$ cat src/hw/rtl/ipst_ram.sv
`timescale 1ns / 1ps

module ipst_ram #(
    parameter int WIDTH = 8,
    parameter int DEPTH = 16
) (
    input  logic                     i_clk,
    input  logic                     i_we,
    input  logic [$clog2(DEPTH)-1:0] i_waddr,
    input  logic [WIDTH-1:0]         i_wdata,
    input  logic                     i_re,
    input  logic [$clog2(DEPTH)-1:0] i_raddr,
    output logic [WIDTH-1:0]         o_rdata
);

    logic [WIDTH-1:0] r_mem [DEPTH];
    logic [WIDTH-1:0] r_rdata;

    always_ff @(posedge i_clk) begin
        if (i_we) begin
            r_mem[i_waddr] <= i_wdata;
        end
        if (i_re) begin
            r_rdata <= r_mem[i_raddr];
        end
    end

    assign o_rdata = r_rdata;

endmodule

$ cat config.mk
export PLATFORM = sky130hd
export DESIGN_NAME = ipst_ram
export DESIGN_NICKNAME = d
export VERILOG_FILES = /design/src/hw/rtl/ipst_ram.sv
export SDC_FILE = /design/constraint.sdc
export NUM_CORES = 1
export LEC_CHECK = 0
export BUFFER_PORTS_ARGS = -buffer_cell sky130_fd_sc_hd__buf_2
export CAP_MARGIN = 30
export CORE_ASPECT_RATIO = 0.7
export CORE_MARGIN = 3
export CORE_UTILIZATION = 46
export DETAILED_ROUTE_END_ITERATION = 7
export RECOVER_POWER = 100
export SYNTH_ARGS = -nofsm -noshare
export SYNTH_HDL_FRONTEND = slang
export SYNTH_SLANG_ARGS = --single-unit
$ cat constraint.sdc
create_clock -name i_clk -period 2.1 [get_ports i_clk]
set_input_delay 0.42 -clock i_clk [delete_from_list [all_inputs] [get_ports i_clk]]
set_output_delay 0.42 -clock i_clk [all_outputs]
set_load 0.005 [all_outputs]
Word level (Yosys, flattened, before mapping)
Memory sizes are Yosys's and may differ from the RTL's. A register that Yosys moved wholly into a read port is not among the register bits.
Cells that the tools add are included.
{ "word_totals": {"reg_bits": 0, "ramBits": 128, "n_memories": 1} }
{ "memory_table": {"columns": ["name", "words", "width", "rd", "rd_clocked_by_memory_dff", "write_ports", "line", "source"], "rows": [
  ["r_mem", 16, 8, 1, 1, 1, "16", "logic [WIDTH-1:0] r_mem [DEPTH];"]
]} }
{ "op_classes": {"mux": 2} }
{ "op_table": {"columns": ["operator", "count"], "rows": [
  ["2-to-1 mux 1 bit", 2]
]} }

Depth between registers and ports, before layout
{ "logic_depth": {"depth_word": 2, "ltp_mapped": 5, "mapped_depth_nobuf": 3} }

Worst setup path before layout
Ideal clock, no wire load.
{ "synth_timing": {"path_kind": "input-to-reg", "start": "input port i_waddr[2]", "end": "memory r_mem[0][0] (enable)", "setup_time_ns": 0.383, "arrival_ns": 1.530, "path_slack_ns": 0.187, "cell_stages": 2, "cell_sequence": "or3b_2 -> nor3_1"} }
{ "synth_rtl": {"columns": ["element", "line", "source"], "rows": [
  ["from (decl)", "9", "input logic [$clog2(DEPTH)-1:0] i_waddr,"],
  ["to (decl)", "16", null]
]} }
No word-level cell before the write port.

==> reports/metrics.yaml <==
run_status:
  status: "completed"
yosys:
  synth_commonest_cells: "136 x edfxtp_1, 18 x mux4_2, 16 x a22oi_1"
  seq_area_frac_synth: 0.781
  ys_warn_count: 0
  ys_ff_latch: 136
  syn_area_sq_um: 5230
  syn-num-nets: 248
  synth_area_leaders: "edfxtp_1 78%, mux4_2 7.8%, mux4_1 7.0%"
  synth_top_area_frac: 0.781
  yosys.area.top_type: "edfxtp_1"
  synth_edf_count: 136
  synth.avg_cell_area_sq_um: 22.8
  yosysMostFrequentCell: "edfxtp_1"
  synthArstFlopShare: 0
  ys_types: 18
  netlist_instances: 229
  ys.flop_type: "edfxtp_1"
floorplanning:
  die_y_um: 95.2
  die_w_um: 133
  die_area_sq_um: 12700
  core_area_sq_um: 10700
  initial_core_util: 0.488
  rows: 31
  io_pins: 27
critical_path:
  cpPeakStageDelay_ns: 0.43
  worstPathCellList: "clkbuf_2, clkbuf_1, mux4_1, a22oi_1, nand2_1"
  crit_required_ns: 2.25
  critPathLaunchType: "input pin"
  worstPathArrival_ns: 1.89
  r2r_slack_ns: 0.58
  crit_type: "in2reg"
  cp_max_fo: 16
  crit_slowest_cell: "clkbuf_2"
  end_kind: "register"
job:
  maxCapViolations: 0
timing:
  rsz0062_at_grt: "false"
  tightestPinTransition_ns: 0.674
  maxSlewViolCount: 0
  setup_viol: 0
  fin_tns_setup_ns: 0
  fin_crit_ns: 1.74
  fin_skew_ns: 0.00503
  setup_ws_ns: 0.359
  timing.fmax_mhz: 574
  finalCritPeriodShare: 0.829
  relSlewSlack: 0.550
  hold_violations: 0
  whs_ns: 0.472
clock_network:
  tritoncts: "built"
  htreeDepth: 4
  postCtsResizedCells: 0
  cts_made_buffers: 17
  clkLatencyLatePin_ns: 0.41
  cts_root_buf: "clkbuf_16"
  ctsHoldBuffers: 0
  cts_setup_buffers: 0
  clk_pin_slew_ns: 0.06
  clockBufferDepth: 2
  clock_sinks: 136
cells_and_area:
  antenna_cells: 0
  nets: 313
  syn_to_final_growth_pct: 19.7
  post-route-cell-area_sq_um: 6260
  drive_gt1_frac: 0.205
  regArea_sq_um: 4080
  multi_input_area_sq_um: 1060
  fillCellCount: 829
grt:
  grt_use_total: 0.178
  grt_max_degree: 23
  overflow: 0
  grt_pass1_wl_um: 16000
  antenna_found_initial: 0
  grt_pass1_vias: 2599
route:
  drt_iter0_drc: 292
  viasPerCell: 5.53
  wirelength_um: 10300
  drc_errors: 0
  wl_per_cell_um: 22.6
  postRouteAntennaNets: 0
  firstDrtPassIters: 5
  num_vias: 2515
power:
  leakage_nw: 2.04
  power_density_nw_per_um2: 1040
  peakVddDrop_v: 0.000673
place:
  place_ws_ns: 0.0368
  portBuffers: 26
  place_area_sq_um: 5730
  hpwlAfterDp_um: 6840
  gp_congestion: 0.776
worst_hold_path:
  hold_path.class: "in2reg"
## placed cells by master, fill, tap and decap left out
cell type and count:
edfxtp_1 136, clkbuf_1 42, mux4_2 18, clkbuf_16 17, a22oi_1 16, mux4_1 14, nor2_1 13, nand2_1 9
buf_2 7, bufinv_16 5, nor3_1 4, buf_12 4, clkinv_2 3, buf_4 3, nand3b_1 2, nand2b_1 2
clkinvlp_4 2, clkinv_4 2, clkinv_1 2, nor2b_1 1, and2_1 1, and2b_1 1, nand3_1 1, or3b_2 1
clkbuf_2 1
## power breakdown
part	total [mW]	switching, mW	internal [mW]
combinational	0.281	0.161	0.120
clock	3.17	1.08	2.09
sequential	3.08	0.0161	3.06
## metrics by stage
step           instances  power [mW]  utilization
6_report             455        6.53        0.585
5_1_grt              455        6.72        0.585
4_1_cts              455        6.59        0.595
3_5_place_dp         423        3.43        0.535
3_3_place_gp         423        3.42        0.535
2_1_floorplan        229        3.28            -
## worst paths after layout
kind	start	depth (start not counted)	endpoint
worst max register to register	r_mem[1][1]	3	o_rdata[1]
worst min register to register	r_mem[12][0]	3	o_rdata[0]
worst min-delay path	i_re	1	o_rdata[6]
worst max-delay path	i_raddr[1]	5	o_rdata[1]
## layout make-up
cell class | instances | share of cell area
flip-flops and latches | 136 | 0.653
multi-input cells | 83 | 0.169
clock buffers | 18 | 0.0686
repair buffers | 56 | 0.0474
clock inverters | 14 | 0.0328
well taps | 148 | 0.0296
## worst max-delay path: cells and delay by family
family                 cells  cell delay (ns)
buffers and inverters      2             0.72
AO/OA/AOI/OAI              1             0.31
multiplexers               1             0.33
AND/OR/NAND/NOR            1             0.10
## state kept, by name, indices dropped and copies added, names as in the netlist
signal / flops
o_rdata: 8
r_mem: 128
## per-layer routing
metal | part of all wire | wire (um) | global-route usage
met1 | 0.48 | 4950 | 0.265
met2 | 0.44 | 4550 | 0.255
met3 | 0.064 | 659 | 0.0480
met4 | 0.012 | 123 | 0.0676
met5 | 0 | 0 | 0
## cell families after synthesis
family / Yosys count / share of synthesized area
flops: 136 / 0.781
simple gates: 35 / 0.0314
mux: 32 / 0.148
compound gates: 16 / 0.0230
buf+inv: 10 / 0.0165
Power figures use the tool's default switching activity.
