===== src/hw/rtl/ipst_pkg.sv =====
`timescale 1ns / 1ps

package ipst_pkg;

    localparam int SETS     = 32768;
    localparam int WAYS     = 4;
    localparam int KEY_W    = 64;
    localparam int DEPTH_W  = 6;
    localparam int OP_W     = 2;
    localparam int SET_W    = $clog2(SETS);
    localparam int ROW_W    = WAYS * KEY_W;
    localparam int S_DATA_W = ((KEY_W + DEPTH_W + 7) / 8) * 8;
    localparam int M_DATA_W = 8;
    localparam int APB_AW   = 3;
    localparam int APB_DW   = 32;

    localparam logic [DEPTH_W-1:0] MIN_DEPTH_RST = DEPTH_W'(3);

    localparam logic [OP_W-1:0] OP_QUERY  = 2'd0;
    localparam logic [OP_W-1:0] OP_START  = 2'd1;
    localparam logic [OP_W-1:0] OP_FINISH = 2'd2;

    localparam logic REG_MIN_DEPTH = 1'b0;

    typedef logic [KEY_W-1:0] t_key;
    typedef logic [ROW_W-1:0] t_row;

    typedef struct packed {
        logic hit;
        logic write;
    } t_upd_res;

endpackage


===== src/hw/rtl/ipst_update.sv =====
`timescale 1ns / 1ps

module ipst_update
    import ipst_pkg::*;
(
    input  logic            i_active,
    input  logic [OP_W-1:0] i_op,
    input  t_key            i_key,
    input  t_row            i_row,
    output t_row            o_row,
    output t_upd_res        o_res
);

    logic [WAYS-1:0] hit;
    logic [WAYS-1:0] empty;

    always_comb begin
        for (int w = 0; w < WAYS; w++) begin
            hit[w]   = (i_row[w*KEY_W +: KEY_W] == i_key);
            empty[w] = (i_row[w*KEY_W +: KEY_W] == '0);
        end
    end

    always_comb begin
        logic done;
        done      = 1'b0;
        o_row     = i_row;
        o_res.hit = 1'b0;
        o_res.write = 1'b0;
        if (i_active) begin
            unique case (i_op)
                OP_QUERY: begin
                    o_res.hit = |hit;
                end
                OP_START: begin
                    o_res.write = 1'b1;
                    for (int w = 0; w < WAYS; w++) begin
                        if (!done) begin
                            if (empty[w]) begin
                                o_row[w*KEY_W +: KEY_W] = i_key;
                                done = 1'b1;
                            end else if (hit[w]) begin
                                done = 1'b1;
                            end
                        end
                    end
                    if (!done) begin
                        o_row[KEY_W-1:0] = i_key;
                    end
                end
                OP_FINISH: begin
                    o_res.write = 1'b1;
                    for (int w = 0; w < WAYS; w++) begin
                        if (hit[w]) begin
                            o_row[w*KEY_W +: KEY_W] = '0;
                        end
                    end
                end
                default: begin
                    o_res.write = 1'b0;
                end
            endcase
        end
    end

endmodule


===== config.mk =====
export PLATFORM = sky130hd
export DESIGN_NAME = ipst_update
export DESIGN_NICKNAME = d
export VERILOG_FILES = /design/src/hw/rtl/ipst_pkg.sv /design/src/hw/rtl/ipst_update.sv
export SDC_FILE = /design/constraint.sdc
export NUM_CORES = 1
export LEC_CHECK = 0
export BUFFER_PORTS_ARGS = -buffer_cell sky130_fd_sc_hd__buf_2
export CORE_AREA = 5 5 220 222
export DETAILED_ROUTE_END_ITERATION = 16
export DIE_AREA = 0 0 225 227
export GPL_TIMING_DRIVEN = 1
export PLACE_DENSITY_LB_ADDON = 0.3
export SLEW_MARGIN = 30
export SYNTH_ARGS = -nofsm -noshare
export SYNTH_HDL_FRONTEND = slang
export SYNTH_SLANG_ARGS = --single-unit

===== constraint.sdc =====
create_clock -name vclk -period 3.7
set_input_delay 0.37 -clock vclk [all_inputs]
set_output_delay 0.37 -clock vclk [all_outputs]
set_load 0.02 [all_outputs]

## Word-level counts from Yosys, hierarchy flattened

Index checks and enable logic that the tools add are counted.

| cells by class | value |
|---|---|
| mux-type cells | 36 |
| reductions and logical operators | 7 |
| eq/ne operators | 6 |

Operator list:

| operator | number |
|---|---|
| 64-bit 2-to-1 mux | 12 |
| 256-bit case mux with 2 select lines | 1 |
| 64-bit equality test | 4 |
| 64-bit logical NOT | 4 |
| 256-bit 2-to-1 mux | 1 |
| 1-bit 2-to-1 mux | 21 |
| 4-bit OR reduction | 1 |
| 2-bit by 1-bit equality test with 1-bit output (second input constant) | 1 |
| 2-bit equality test (second input constant) | 1 |
| 2-bit logical NOT | 1 |
| 2-bit 2-to-1 mux | 1 |
| 2-bit OR reduction | 1 |

| storage, ports and cells | value |
|---|---|
| bits in registers | 0 |
| bits of input ports | 323 |
| logic and storage cells | 49 |

## Depth between registers and ports, before layout

Gate-level depths: netlist of the first run.

| logic depth | value |
|---|---|
| depth in word-level cells | 17 |
| gate-level depth with buffers | 10 |

## Worst setup path before layout of the first run

Ideal clock, no wire load.

| timing | value |
|---|---|
| path type | input to output |
| start point | input i_key[43] |
| end point | output o_row[0] |
| required time | 3,330 ps |
| arrival | 2,592 ps |
| cell stages on the path | 9 |
| path slack | 738 ps |
| cell sequence | buf_2 > xor2_1 > nor4_1 > nand4_1 > nor4_4 > nor4_2 > and4_4 > buf_6 > o32ai_1 |

| between the ends | value |
|---|---|
| cells in the longest elaborated chain, start to end | 17 |
| elaborated cells between the ends (all ways) | 27 |

Ends and longest elaborated chain:

| item | line | text |
|---|---|---|
| start, declared | ipst_update.sv:8 | `input t_key i_key,` |
| 64-bit equality test | ipst_update.sv:19 | `hit[w] = (i_row[w*KEY_W +: KEY_W] == i_key);` |
| 1-bit 2-to-1 mux | ipst_update.sv:42 | `end else if (hit[w]) begin` |
| 1-bit 2-to-1 mux | ipst_update.sv:39 | `if (empty[w]) begin` |
| 1-bit 2-to-1 mux | ipst_update.sv:31 | `unique case (i_op)` |
| 1-bit 2-to-1 mux | ipst_update.sv:30 | `if (i_active) begin` |
| 1-bit 2-to-1 mux | ipst_update.sv:38 | `if (!done) begin` |
| 1-bit 2-to-1 mux | ipst_update.sv:31 |  |
| 1-bit 2-to-1 mux | ipst_update.sv:30 |  |
| 1-bit 2-to-1 mux | ipst_update.sv:38 |  |
| 1-bit 2-to-1 mux | ipst_update.sv:31 |  |
| 1-bit 2-to-1 mux | ipst_update.sv:30 |  |
| 1-bit 2-to-1 mux | ipst_update.sv:38 |  |
| 1-bit 2-to-1 mux | ipst_update.sv:31 |  |
| 1-bit 2-to-1 mux | ipst_update.sv:30 |  |
| 64-bit 2-to-1 mux | ipst_update.sv:47 | `if (!done) begin` |
| 256-bit case mux with 2 select lines * | ipst_update.sv:31 |  |
| 256-bit 2-to-1 mux * | ipst_update.sv:30 |  |
| end, declared | ipst_update.sv:10 | `output t_row o_row,` |

Every way passes the cells marked *; elsewhere a longest branch is shown, timed or not. The select of a mux whose other input is x is not followed.

## Final worst setup path of the first run

| timing | value |
|---|---|
| start point | input i_key[37] |
| end point | output o_row[35] |

The elaborated chain is that of the path after synthesis.

==> results of run 1 <==
-- per-layer routing --
layer  part of all wire [%]  routed length (microns)  track usage (%)  vias to the layer above
li1                       -                        -                -                     5433
met1                     41                    32200             36.2                     6129
met2                     48                    37700             49.8                      711
met3                    7.3                     5710             5.65                      116
met4                    3.1                     2450             7.07                       14
met5                   0.12                       92                0                        -
-- worst max path at each step --
stage / from / endpoint / slack, ns
6_report: i_key[37] / o_row[35] / 0.14
5_1_grt: i_key[37] / o_row[0] / 0.02
4_1_cts: i_key[8] / o_row[35] / 0.07
3_5_place_dp: i_key[55] / o_row[35] / -0.02
3_3_place_gp: i_key[8] / o_row[35] / 0.007
2_1_floorplan: i_key[43] / o_row[0] / 0.74
-- area by class of cell --
cell class	count	area, sq um	area share, %
multi-input combinational	960	7300	59.2
timing repair buffer	688	4000	32.4
tap	607	759	6.16
inverter	68	255	2.07
antenna	4	10.0	0.0812
-- kinds of logic (layout without fill, tap and decap cells) --
group	count (synthesis)	after routing	synth area share (%)
and+or+nand+nor	440	440	27.2
adders and majority gates	3	3	0.452
AOI/OAI and AO/OA	261	261	32.5
buffers and inverters	218	756	12.8
other	0	4	0
xor gates and xnor gates	256	256	27.0
-- Yosys cell counts --
cell type | count | area (sq um)
inv_1 | 68 | 255
nand3_1 | 65 | 325
o2bb2ai_1 | 128 | 1120
o21ai_1 | 1 | 5.00
o211ai_1 | 64 | 480
o32ai_1 | 4 | 35.0
clkbuf_1 | 54 | 203
buf_2 | 71 | 355
nor2_1 | 2 | 7.51
buf_4 | 6 | 45.0
and4_4 | 1 | 11.3
nor4_2 | 3 | 37.5
o211a_1 | 1 | 10.0
a31oi_4 | 1 | 21.3
o32ai_2 | 60 | 976
nand4_1 | 32 | 200
nor4_4 | 3 | 63.8
buf_1 | 1 | 3.75
and2_1 | 2 | 12.5
nor3b_2 | 1 | 12.5
ha_1 | 3 | 37.5
nor4_1 | 134 | 838
buf_6 | 18 | 203
nand2_1 | 195 | 732
nand2b_1 | 2 | 12.5
o221ai_4 | 2 | 52.6
xor2_1 | 256 | 2240
-- cell usage in the layout, fill, tap and decap left out, types with 2 or more instances in the layout --
cell type  synthesis  final
buf_2             71    581
diode_2            0      4
nand4_1           32     32
nor2_1             2      2
buf_12             0     23
nand2b_1           2      2
nor4_1           134    130
buf_4              6     84
nor4_2             3      7
nor4_4             3      3
o32ai_2           60     60
xor2_1           256    256
inv_1             68     68
o211ai_1          64     64
o221ai_4           2      2
nand3_1           65     64
o2bb2ai_1        128    128
ha_1               3      2
nand2_1          195    193
o32ai_1            4      4
nand2_2            0      2
-- stage by stage --
stage,worst slack (ns),hold WS (ns)
floorplan,0.738,0.869
global placement,0.00716,1.14
detailed placement,-0.0198,1.13
CTS,0.0674,1.14
global route,0.0234,1.15
finish,0.137,1.13
-- worst max-delay path, cell delays in order --
cell and delay [ns]:
buf_2 0.17, buf_4 0.21, xor2_1 0.18, nor4_1 0.47, nand4_1 0.25, nor4_4 0.37
nor4_2 0.10, buf_4 0.16, a31oi_4 0.24, buf_12 0.26, o32ai_2 0.16, buf_2 0.19
-- report_power, final --
| part | switching, mW | internal, mW |
|---|---|---|
| clock network | 0 | 0.000000145 |
| logic | 1.45 | 0.730 |
| registers | 0 | 0 |
| total | 1.45 | 0.730 |
-- timing repair --
action	4_1_cts	5_1_grt
setup endpoints to repair	19	6
setup buffers	0	0
hold endpoints to repair	0	0
hold buffers	0	0
gates resized for setup	1	3
==> metrics.txt, run 1 <==
RSZ-0062 raised after global routing false; hold path cells 3; Non-Filler Instances 2,327; HPWL after DPL 67,100 microns; CP Class in2out; DRT Wirelength 78,100 microns; largest net degree at the start of global routing 129; max-slew violations 0; Final ANT Viol Nets 0; vias in the first global route 12,767; Synthesized Nets 1,504; CLK BUF 0; initial DRC count 945; die area 51,100 sq um; RePlAce Congestion 1.01; Worst slew margin 50.4%; placed cell area 12,300 sq um; Worst Setup End Kind primary output; Worst Hold Endpoint o_row[136]; crit path max fanout 30; post-synthesis cell type count 27; pwr/cell area 177 nW/um^2; Fill cells 5,227; Core Rows 79; Tmin final 3.56 ns; Worst EP arrival 3.19 ns; Starting Density 18.0%; yosys warns 0; fin crit share 96.3%; Vias/cell 5.33; Register Area 0 sq um; final hold violation count 0; via count 12,403; HP Start i_row[136]; Pleak 5.57 nW; Mapped Area 8300 sq um; initial antenna violation count 11; remaining routing DRC violations 0; PortBufs 581; data required time of the worst path 3.33 ns; gr ovfl total 0; Placeable Area 46,200 sq um; layout cells sized above 1 44.9%; setup_tns 0 ns; Finished Core Util 26.7%; routed wire length per instance 33.6 microns; Final #Nets 2,044; Setup crit start kind input pin; # setup viols final 0; wire length of the first global-routing pass 104,000 microns; Die Wd 225 microns; total power 2.18 mW; 1st-pass router iterations 5; FF+latch count 0; Achievable Freq 281 MHz; Die Span Y 227 microns; Area growth, synth to finish 48.5%; worst-margin pin slew 0.744 ns; HP Class in2out; post-synthesis cell count 1,178; status complete, no violations; fin area 12,300 sq um; GRT Overall Usage 28.5%; syn_area_per_cell 7.05 sq um; Maximum Capacitance Violations 0; sequential share of the synthesized area 0%; Worst VDD drop 0.0662 mV; Cells after DPL 2,323; IO Count 581
No activity file was read; power rests on OpenSTA's default activity.
==> run 2, diff against run 1 <==
Settings changed: CORE_AREA 5 5 220 222 to 5 5 226 228, DIE_AREA 0 0 225 227 to 0 0 231 233.
==> run 2 against run 1 <==
Power increased by 0.23%. First-iteration DRC count grew 0.63%. Count of clock-buffer cells in the layout stayed put. Critical path depth down 1. Utilization shrank 1.4 points. Setup slack lost 0.032 ns. Sequential share of layout area unchanged.
==> metrics.txt, run 2 (synthesis results as in run 1) <==
HPWL after DPL 68,400 microns; Post CTS Setup Buffer Count 0; Worst VDD drop 0.0625 mV; max-slew violations 0; via count 12,402; DRT Wirelength 79,600 microns; crit path from i_key[14]; PortBufs 581; Pleak 5.56 nW; Worst EP arrival 3.23 ns; vias in the first global route 12,588; Resized cells post-CTS 2; remaining routing DRC violations 0; Register Area 0 sq um; crit path max fanout 36; Starting Density 17.1%; pwr/cell area 178 nW/um^2; Tmin final 3.60 ns; 1st-pass router iterations 5; FF+latch count 0; end of the critical path o_row[13]; placed cell area 12,300 sq um; final setup margin 0.104 ns; Buf+Inv Stages, Crit Path 4; Top Metal Used met5; fin crit share 97.2%; CP Class in2out; Placeable Area 48,600 sq um; final hold violation count 0; largest net degree at the start of global routing 93; delay-heaviest family, CP simple AND/OR/NAND/NOR gates; Fill cells 5,556; Setup WS pre-CTS -0.274 ns; Slowest Stage Delay on Critical Path 0.50 ns; # setup viols final 0; Die Wd 231 microns; most common cell after layout, fill and taps aside buf_2; Vias/cell 5.30; initial DRC count 951; Area growth, synth to finish 48.4%; Worst slew margin 51.1%; die area 53,800 sq um; data required time of the worst path 3.33 ns; HP Class in2out; layout cells sized above 1 44.9%; Setup crit start kind input pin; CP Depth 11; post-cts hold buffer count 0; total power 2.19 mW; WL met1 33,700 microns; CLK BUF 0; wire length of the first global-routing pass 105,000 microns; Die Span Y 233 microns; Final ANT Viol Nets 0; slowest CP cell xor2_1; initial antenna violation count 11; CP Cell Sequence buf_2, xor2_1, nor4_2, buf_4, nand4_1, nor4_4, nor4_2, and4_4, buf_12, o32ai_2, buf_2; met2 WL 39,400 microns; fin area 12,300 sq um; gr ovfl total 0; GRT Overall Usage 27.5%; RSZ-0062 raised after global routing false; Achievable Freq 278 MHz; met3 wire length 4920 microns; Worst Setup End Kind primary output; routed wire length per instance 34.0 microns; Maximum Capacitance Violations 0; status complete, no violations; HP Start i_row[142]; IO Count 581; Core Rows 81; Final #Nets 2,044; worst-margin pin slew 0.727 ns; RePlAce Congestion 0.944; most frequent cells in the layout buf_2 (581), xor2_1 (256), nand2_1 (193)
run 2: cell count changes in the layout (fill, tap and decap cells not counted), sizes merged:
cell	previous run	this run
diode	4	3
run 2: area by class of cell:
type | count | area [sq um] | share of cell area (%)
tap | 622 | 778 | 6.32
multi-input combinational | 960 | 7310 | 59.4
inverter | 68 | 255 | 2.07
timing repair buffer | 688 | 3960 | 32.2
antenna | 3 | 7.51 | 0.0610
run 2: worst min-delay path by stage:
stage,slack (ns),depth (start not counted),end
detailed placement,1.13,3,o_row[142]
CTS,1.13,3,o_row[142]
finish,1.13,3,o_row[142]
floorplan,0.87,2,o_res[1]
global route,1.14,3,o_row[115]
global placement,1.13,3,o_row[142]
run 2: worst min-delay path, delay by kind of cell:
family / cells / cell delay (ns)
buffers and inverters: 2 / 0.28
AO/OA/AOI/OAI: 1 / 0.11
run 2: stage by stage:
stage	utilization [%]	hold WS, ns	std cells	setup TNS [ns]
5_1_grt	25.3	1.14	2338	0
4_1_cts	25.3	1.13	2338	0
3_3_place_gp	25.2	1.13	2338	-38.92
6_report	25.3	1.13	2341	0
3_5_place_dp	25.2	1.13	2338	-44.57
2_1_floorplan	-	0.869	1178	0
run 2: report_power, final:
| part | switching [mW] | total, mW | internal (mW) |
|---|---|---|---|
| clock network | 0 | 0.000000109 | 0.000000109 |
| logic | 1.47 | 2.19 | 0.718 |
| registers | 0 | 0 | 0 |
| total | 1.47 | 2.19 | 0.718 |
run 2: routing by layer:
layer  up-vias  global-route usage, %
met5         -                      0
met4        16                   4.23
met3        87                   4.20
met2       667                   49.5
met1      6207                   35.3
li1       5425                      -
==> run 3, diff against run 2 <==
Settings changed: CELL_PAD_IN_SITES_DETAIL_PLACEMENT from default to 1, CELL_PAD_IN_SITES_GLOBAL_PLACEMENT from default to 1, CORE_AREA 5 5 226 228 to 5 5 220 222, DIE_AREA 0 0 231 233 to 0 0 225 227, MAX_ROUTING_LAYER from default to met4.
==> run 3 against run 2 <==
Worst hold slack improved by 0.011 ns. Critical path depth rose by 2. Routed wire length barely moved. Combinational power barely moved. Critical path type unchanged. Critical endpoint is now o_row[134].
==> metrics.txt, run 3 (synthesis results as in run 1) <==
met3 Use GR 3.43%; crit path max fanout 28; Maximum Capacitance Violations 0; Starting Density 18.0%; RSZ-0062 raised after global routing false; initial DRC count 824; met1 usage 37.6%; Final ANT Viol Nets 0; Worst slew margin 55.4%; Area growth, synth to finish 47.8%; Cells after DPL 2,317; RePlAce Congestion 1.01; FF+latch count 0; HP Class in2out; placed cell area 12,200 sq um; layout cells sized above 1 44.6%; Tmin final 3.58 ns; via count 12,416; CLK BUF 0; Register Area 0 sq um; IO Count 581; die area 51,100 sq um; pwr/cell area 180 nW/um^2; Post CTS Setup Buffer Count 0; most common cell after layout, fill and taps aside buf_2; 1st-pass router iterations 5; routed wire length per instance 34.2 microns; Placeable Area 46,200 sq um; Non-Filler Instances 2,323; most frequent cells in the layout buf_2 (581), xor2_1 (256), nand2_1 (193); worst-margin pin slew 0.669 ns; Core Rows 79; Final #Nets 2,038; GRT Overall Usage 29.8%; # setup viols final 0; Die Wd 225 microns; fin area 12,300 sq um; largest net degree at the start of global routing 128; wire length of the first global-routing pass 106,000 microns; DRT Wirelength 79,500 microns; Worst Setup End Kind primary output; status complete, no violations; initial antenna violation count 7; Finished Core Util 26.6%; Achievable Freq 279 MHz; HPWL after DPL 68,500 microns; vias in the first global route 12,932; Worst EP arrival 3.21 ns; fin crit share 96.8%; Pleak 5.54 nW; Worst VDD drop 0.0875 mV; Vias/cell 5.34; remaining routing DRC violations 0; met2 Use GR 51.9%; CP Class in2out; Top Usage Layer GRT met2; Die Span Y 227 microns; PortBufs 581; data required time of the worst path 3.33 ns; max-slew violations 0; final hold violation count 0; gr ovfl total 0; Setup crit start kind input pin
run 3: area by class of cell:
class,instances,area (sq um)
diodes,6,15.0
repair buffers,682,3940
inverters,68,255
multi-input cells,960,7300
fillers,5826,33900
well taps,607,759
run 3: metrics by stage:
step | total power [mW] | setup slack [ns] | TNS [ns] | hold WS (ns)
2_1_floorplan | 1.11 | 0.738 | 0 | 0.869
3_3_place_gp | 2.19 | -0.0540 | -0.0928 | 1.14
3_5_place_dp | 2.19 | -0.0355 | -0.0612 | 1.13
4_1_cts | 2.20 | 0.109 | 0 | 1.14
5_1_grt | 2.29 | 0.0129 | 0 | 1.15
6_report | 2.21 | 0.117 | 0 | 1.14
run 3: final timing paths:
| kind | depth (start not counted) | slack [ns] | startpoint | endpoint |
|---|---|---|---|---|
| max | 13 | 0.12 | i_row[122] | o_row[134] |
| min | 3 | 1.14 | i_row[66] | o_row[66] |
run 3: worst max-delay path, stage by stage:
cell       delay [ns]
buf_2            0.16
xor2_1           0.16
buf_4            0.17
nor4_1           0.43
buf_4            0.20
nand4_1          0.12
nor4_4           0.36
buf_4            0.20
nor4_2           0.07
o221ai_4         0.26
buf_12           0.23
o2bb2ai_1        0.22
buf_2            0.24
run 3: routing by layer:
metal	wire, microns	up-vias
met5	0	-
met4	1910	0
met3	4140	82
met2	39300	548
met1	34200	6360
li1	-	5426
run 3: repair_timing:
action	4_1_cts	5_1_grt
gates resized for setup	1	2
hold buffers	0	0
setup endpoints to repair	4	1
run 3: report_power, final:
group / leakage (nW) / switching (mW) / internal [mW]
Clock: 0.0000380 / 0 / 0.000000217
Combinational: 5.54 / 1.48 / 0.728
Sequential: 0 / 0 / 0
